==> config.mk <==
export PLATFORM = sky130hd
export DESIGN_NAME = ahl_fifo
export DESIGN_NICKNAME = d
export VERILOG_FILES = /design/src/sv/ahl_fifo.sv
export SDC_FILE = /design/constraint.sdc
export NUM_CORES = 1
export LEC_CHECK = 0
export BUFFER_PORTS_ARGS = -buffer_cell sky130_fd_sc_hd__buf_2
export CORE_ASPECT_RATIO = 0.9
export CORE_UTILIZATION = 35
export DETAILED_ROUTE_END_ITERATION = 8
export PLACE_DENSITY_LB_ADDON = 0.05
export SYNTH_ARGS = -nofsm -noshare
export SYNTH_HDL_FRONTEND = slang
export SYNTH_SLANG_ARGS = --single-unit
==> constraint.sdc <==
create_clock -name clock -period 6 [get_ports clock]
set_clock_uncertainty 0.1 [all_clocks]
set_input_delay 0 -clock clock [delete_from_list [all_inputs] [get_ports clock]]
set_output_delay 0 -clock clock [all_outputs]
set_load 0.005 [all_outputs]
==> src/sv/ahl_fifo.sv <==
`timescale 1ns / 1ps
`default_nettype none
module ahl_fifo #(
   parameter int WIDTH = 8,
   parameter int DEPTH = 4
) (
   input  wire logic             clock,
   input  wire logic             reset,
   input  wire logic             push,
   input  wire logic [WIDTH-1:0] wdata,
   output logic                  full,
   input  wire logic             pop,
   output logic      [WIDTH-1:0] rdata,
   output logic                  empty
);
   localparam int AW = $clog2(DEPTH);

   logic [WIDTH-1:0] mem_ff [DEPTH];
   logic [AW-1:0]    wptr_ff, wptr_in, rptr_ff, rptr_in;
   logic [AW:0]      cnt_ff, cnt_in;
   logic             do_push, do_pop;

   assign full    = (cnt_ff == (AW+1)'(DEPTH));
   assign empty   = (cnt_ff == '0);
   assign rdata   = mem_ff[rptr_ff];
   assign do_push = push && !full;
   assign do_pop  = pop && !empty;

   // pointer and fill count
   always_comb begin
      wptr_in = do_push ? ((wptr_ff == AW'(DEPTH-1)) ? '0 : wptr_ff + 1'b1) : wptr_ff;
      rptr_in = do_pop ? ((rptr_ff == AW'(DEPTH-1)) ? '0 : rptr_ff + 1'b1) : rptr_ff;
      cnt_in  = cnt_ff + (AW+1)'(do_push) - (AW+1)'(do_pop);
   end

   always_ff @(posedge clock) begin
      if (reset) begin
         wptr_ff <= '0;
         rptr_ff <= '0;
         cnt_ff  <= '0;
      end else begin
         wptr_ff <= wptr_in;
         rptr_ff <= rptr_in;
         cnt_ff  <= cnt_in;
      end
      if (do_push) begin
         mem_ff[wptr_ff] <= wdata;
      end
   end
endmodule
`default_nettype wire

==> metrics.cfg, run 1 <==
[cells_and_area]
final_util = 0.4533
nets = 148
finalNonFillerCells = 191
areaGrowthSynthToFinish_pct = 23.45
design_area_um2 = 2022
n_antenna_cell = 0
mostFrequentLayoutCells = 32 x edfxtp_1, 21 x buf_2, 11 x dlygate4sd3_1
drive_gt1_frac = 0.3023
seqCellArea_um2 = 1141
multiInputGateArea_um2 = 446.7
fill_cells = 397
mostFrequentLayoutCell = edfxtp_1

[sta]
fin_ws_ps = 3562
slew_violations = 0
final.setup.tns_ps = 0
hold_viol = 0
max_freq_mhz = 410.2
worst_hold_slack_ps = 367.4
finalCritPeriodShare = 0.4063
setup_viol = 0
tightestPinTransition_ps = 585.1
relSlewSlack = 0.6094
rsz0062_at_grt = false
post-route-min-period_ps = 2438

[worst_setup_path]
r2r-start = cnt_ff[2]
rr_worst_depth = 10
start_kind = register
crit_path_cell_trace = or3b_1 -> and2_4 -> inv_1 -> ha_1 -> inv_1 -> ha_1 -> fa_1 -> xnor2_1 -> xnor2_1 -> nor2_1
required_ps = 6080
rrSetupSlack_ps = 3560
timing.rr.end = cnt_ff[2]
crit_slowest_cell = or3b_1
crit_path_max_fanout = 9
crit_path_end_kind = register
slowest_delay_ps = 500
arrival_ps = 2520
worstSetupPathType = register to register

[clock_tree]
cts_tree = yes
post_cts_buffers = 0
cts.sinks = 41
cts_buffer_depth = 2
insertion_delay_ps = 290
cts.clk_slew.worst_paths_ps = 80
htreeDepth = 2
clockRootBuffer = clkbuf_8
cts_buffers = 5

[synthesis]
synth_top_cell_by_area = edfxtp_1
synth_edf_count = 32
ys_warn_count = 0
synth_fp_nets = 112
synth.distinct_cells = 25
synthesis.area_um2 = 1638
async_reset_ff_frac = 0
synthFlopType = edfxtp_1
synth_area_per_cell_um2 = 17.80
synth_cells = 92
synth_seq_cells = 41
synth_top_area_frac = 0.5867
ys_seq_area_frac = 0.6967
yosys-top-cells-area = edfxtp_1 59%, dfxtp_1 11%, mux4_2 11%, ha_1 5.3%, inv_1 1.8%

[global_route]
first_global_vias = 840
grt_pass1_wl_um = 4112
antenna_found_initial = 0
gr-total-overflow = 0
grt_max_degree = 13
grt_usage = 0.1240

[placement]
dp_hpwl_um = 1779
portBuffers = 21
preCtsSetupSlack_ps = 3559
finalWeightedCongestion = 0.6889
place_inst = 172
placed_cell_area_um2 = 1800

[detailed_routing]
wire_per_inst_um = 14.10
vias_per_cell = 4.351
drtAntennaViolNets = 0
drc = 0
num_vias = 831
first_iter_violations = 21
wl_um = 2693
first_pass_iters = 4

[die]
start_util = 0.3672
coreArea_um2 = 4461
num_rows = 23
die_y_um = 66.90
io_pins = 22
die_w_um = 74.11
dieArea_um2 = 4957

[pwr]
ir_drop_mv = 0.1434
p_per_area_nw_per_um2 = 370.7
p_leak_nw = 0.7650
finalPower_mw = 0.7496

[min_path]
whs_endpoint = mem_ff[3][2]
min-delay-start = wdata[2]
min_path_type = input port to register
hold_depth = 2

[status]
status = finished clean

[run]
maxCapViolations = 0

## kinds of logic (layout without fill, tap and decap cells)
group	Yosys count	count (layout)	share of synthesized area
AO/OA/AOI/OAI	5	5	0.02292
flip-flops	41	41	0.6967
AND/OR/NAND/NOR	16	16	0.05730
XOR/XNOR	2	2	0.01070
multiplexers	9	9	0.1161
adder cells (fa/ha/maj)	8	8	0.06570
buffers and inverters	11	48	0.03055
## per-layer routing
metal | routed length [um] | global-route usage
met2 | 1389 | 0.2011
met5 | 0 | 0
met1 | 1175 | 0.1433
met3 | 111 | 0.04841
met4 | 17 | 0.05769
## cell type report
type | count | area share
tap | 62 | 0.03837
multi-input combinational | 40 | 0.2209
timing repair buffer | 32 | 0.1064
sequential | 41 | 0.5644
inverter | 8 | 0.01485
clock buffer | 8 | 0.05507
## power breakdown
group,internal [mW],switching (mW),leakage [nW]
logic,0.0933,0.0690,0.341
registers,0.346,0.0308,0.367
clock network,0.119,0.0916,0.0566
## registers in the layout (all words and copies together) (netlist names), named ones only
signal   count
cnt_ff       3
mem_ff      32
rptr_ff      2
wptr_ff      2
## timing repair
| item | in CTS | in global routing |
|---|---|---|
| resized for setup | 0 | 0 |
| hold buffers | 11 | 0 |
| hold endpoints to repair | 41 | 0 |
## critical path: cells and delay by family, from the launching register on
kind | cells | cell delay (ps)
flops | 1 | 400
buf+inv | 2 | 90
simple gates | 3 | 770
xor+xnor | 2 | 310
fa+ha+maj | 3 | 680
## cells in the mapped netlist (all sizes together), types with 2 or more instances
cell type and number:
dfxtp 9, a21oi 2, edfxtp 32, buf 3, nor2 2, ha 7
mux4 8, inv 8, nand3 2, nor2b 2, and3 4, nor3 2
o31ai 2, xnor2 2
## how the worst max path moves through the flow
stage               startpoint   endpoint  slack, ps
global placement     cnt_ff[2]  cnt_ff[2]       3580
CTS                  cnt_ff[2]  cnt_ff[2]       3550
finish               cnt_ff[2]  cnt_ff[2]       3560
detailed placement   cnt_ff[2]  cnt_ff[2]       3560
floorplan            cnt_ff[2]  cnt_ff[2]       3710
global route         cnt_ff[2]  cnt_ff[2]       3410
Note: power is estimated with default switching activity, not from simulation.
==> run 2: changes to the inputs <==
==> constraint.sdc (replaced) <==
create_clock -name clock -period 2.2 [get_ports clock]
set_clock_uncertainty 0.1 [all_clocks]
set_input_delay 0 -clock clock [delete_from_list [all_inputs] [get_ports clock]]
set_output_delay 0 -clock clock [all_outputs]
set_load 0.005 [all_outputs]
==> run 2 against run 1 <==
- die area stayed put
- routed wire length is 1.4% higher
- hold slack worse by 250 ps
- sequential share of layout area is 0.32 points lower
- largest cell class unchanged
- critical path type unchanged
- largest power group unchanged
- total power grew to 2.7 times the previous value
- sequential cell count stayed put
- core utilization is 0.50 points higher
==> metrics.cfg, run 2 (same netlist as run 1, synthesis figures left out) <==
[detailed_routing]
vias_per_cell = 4.390  ; was 4.351
first_iter_violations = 46  ; was 21
num_vias = 856  ; was 831
wl_um = 2732  ; was 2693 um
drtAntennaViolNets = 0  ; unchanged
first_pass_iters = 5  ; was 4
drc = 0  ; unchanged
wire_per_inst_um = 14.01  ; was 14.10 um

[min_path]
min_path_type = input port to register  ; unchanged
hold_depth = 5  ; was 2
min-delay-start = pop  ; was wdata[2]
whs_endpoint = rptr_ff[0]  ; was mem_ff[3][2]

[sta]
relSlewSlack = 0.6060  ; was 0.6094
setup_viol = 0  ; unchanged
rsz0062_at_grt = true  ; was false
finalCritPeriodShare = 0.9655  ; was 0.4063
post-route-min-period_ps = 2124  ; was 2438 ps
final.setup.tns_ps = 0  ; unchanged
slew_violations = 0  ; unchanged
worst_hold_slack_ps = 113.5  ; was 367.4 ps
fin_ws_ps = 75.97  ; was 3562 ps
tightestPinTransition_ps = 590.3  ; was 585.1 ps
max_freq_mhz = 470.8  ; was 410.2 MHz
hold_viol = 0  ; unchanged

[die]
die_w_um = 74.11  ; unchanged
io_pins = 22  ; unchanged
coreArea_um2 = 4461  ; unchanged
num_rows = 23  ; unchanged
start_util = 0.3672  ; unchanged
die_y_um = 66.90  ; unchanged
dieArea_um2 = 4957  ; unchanged

[worst_setup_path]
worstSetupPathType = register to register  ; unchanged
timing.rr.end = cnt_ff[1]  ; was cnt_ff[2]
crit_path_max_fanout = 4  ; was 9
rrSetupSlack_ps = 80  ; was 3560 ps
arrival_ps = 2190  ; was 2520 ps
critical_path.top_delay_family = adder cells  ; was simple AND/OR/NAND/NOR gates
required_ps = 2270  ; was 6080 ps
path_buf_inv = 2  ; unchanged
rr_worst_depth = 8  ; was 10
start_kind = register  ; unchanged
crit_path_cell_trace = or3b_4 -> and2_4 -> inv_2 -> ha_1 -> inv_1 -> ha_2 -> fa_2 -> nor2b_1  ; was or3b_1 -> and2_4 -> inv_1 -> ha_1 -> inv_1 -> ha_1 -> fa_1 -> xnor2_1 -> xnor2_1 -> nor2_1
crit_path_end_kind = register  ; unchanged
r2r-start = cnt_ff[1]  ; was cnt_ff[2]
crit_slowest_cell = fa_2  ; was or3b_1
slowest_delay_ps = 420  ; was 500 ps

[global_route]
antenna_found_initial = 0  ; unchanged
grt_usage = 0.1288  ; was 0.1240
gr-total-overflow = 0  ; unchanged
grt_max_degree = 12  ; was 13
first_global_vias = 884  ; was 840
grt_pass1_wl_um = 4416  ; was 4112 um

[clock_tree]
htreeDepth = 2  ; unchanged
clockRootBuffer = clkbuf_8  ; unchanged
cts.clk_slew.worst_paths_ps = 70  ; was 80 ps
cts_buffers = 5  ; unchanged
cts.sinks = 41  ; unchanged
cts_buffer_depth = 2  ; unchanged
insertion_delay_ps = 280  ; was 290 ps
cts_tree = yes  ; unchanged

[cells_and_area]
regMostFlops = mem_ff  ; unchanged
largest_reg_flops = 32  ; unchanged
drive_gt1_frac = 0.3835  ; was 0.3023
areaGrowthSynthToFinish_pct = 24.83  ; was 23.45%
mostFrequentLayoutCell = edfxtp_1  ; unchanged
final_util = 0.4583  ; was 0.4533
n_antenna_cell = 0  ; unchanged
mostFrequentLayoutCells = 32 x edfxtp_1, 21 x buf_2, 10 x dlygate4sd3_1  ; was 32 x edfxtp_1, 21 x buf_2, 11 x dlygate4sd3_1
finalNonFillerCells = 195  ; was 191
fill_cells = 402  ; was 397
nets = 152  ; was 148
top_regs = mem_ff: 32 flops, cnt_ff: 3 flops  ; unchanged
design_area_um2 = 2044  ; was 2022 um^2

[placement]
place_inst = 176  ; was 172
placed_cell_area_um2 = 1844  ; was 1800 um^2
preCtsSetupSlack_ps = -7.637  ; was 3559 ps
dp_hpwl_um = 1806  ; was 1779 um
finalWeightedCongestion = 0.6740  ; was 0.6889
portBuffers = 21  ; unchanged

[pwr]
ir_drop_mv = 0.4395  ; was 0.1434 mV
p_per_area_nw_per_um2 = 984.7  ; was 370.7 nW/um^2
p_leak_nw = 0.7734  ; was 0.7650 nW
finalPower_mw = 2.013  ; was 0.7496 mW

[run]
maxCapViolations = 0  ; unchanged

[status]
status = finished clean  ; unchanged

-- run 2: layout make-up --
cell class / count / area [um^2] / area share
repair buffers: 36 / 242.7 / 0.1187
well taps: 62 / 77.57 / 0.03794
flip-flops and latches: 41 / 1147 / 0.5612
inverters: 8 / 30.03 / 0.01469
multi-input cells: 40 / 466.7 / 0.2283
clock buffers: 8 / 80.08 / 0.03917
-- run 2: power breakdown --
| part | leakage [nW] | switching (mW) | internal (mW) |
|---|---|---|---|
| logic | 0.366 | 0.215 | 0.310 |
| clock network | 0.0395 | 0.228 | 0.225 |
| registers | 0.368 | 0.0838 | 0.951 |
-- run 2: timing repair --
action / CTS / global route
pin swaps: 0 / 5
endpoints found under the setup margin: 1 / 2
endpoints found under the hold margin: 41 / 0
gates resized for setup: 2 / 3
setup buffers: 0 / 1
hold buffers: 10 / 0
cloned: 0 / 0
-- run 2: worst max path at each step --
stage                   start   endpoint  cells after the start
floorplan           cnt_ff[2]  cnt_ff[2]                     11
global route        cnt_ff[2]  cnt_ff[2]                     10
CTS                 cnt_ff[0]  cnt_ff[2]                     10
finish              cnt_ff[1]  cnt_ff[1]                      8
global placement    cnt_ff[1]  cnt_ff[2]                      9
detailed placement  cnt_ff[1]  cnt_ff[2]                      9
-- run 2: layer usage --
layer | up-vias | part of all wire | wire, um | GRT usage
li1 | 427 | - | - | -
met1 | 407 | 0.45 | 1231 | 0.1608
met5 | - | 0 | 0 | 0
met2 | 20 | 0.50 | 1370 | 0.2068
met3 | 2 | 0.041 | 113 | 0.04085
met4 | 0 | 0.0062 | 17 | 0.05048
-- run 2: tightest hold or removal path, stage by stage --
cell     delay (ps)
buf_2           100
o31ai_2          80
buf_4           140
nand2_1          60
a21oi_1          70
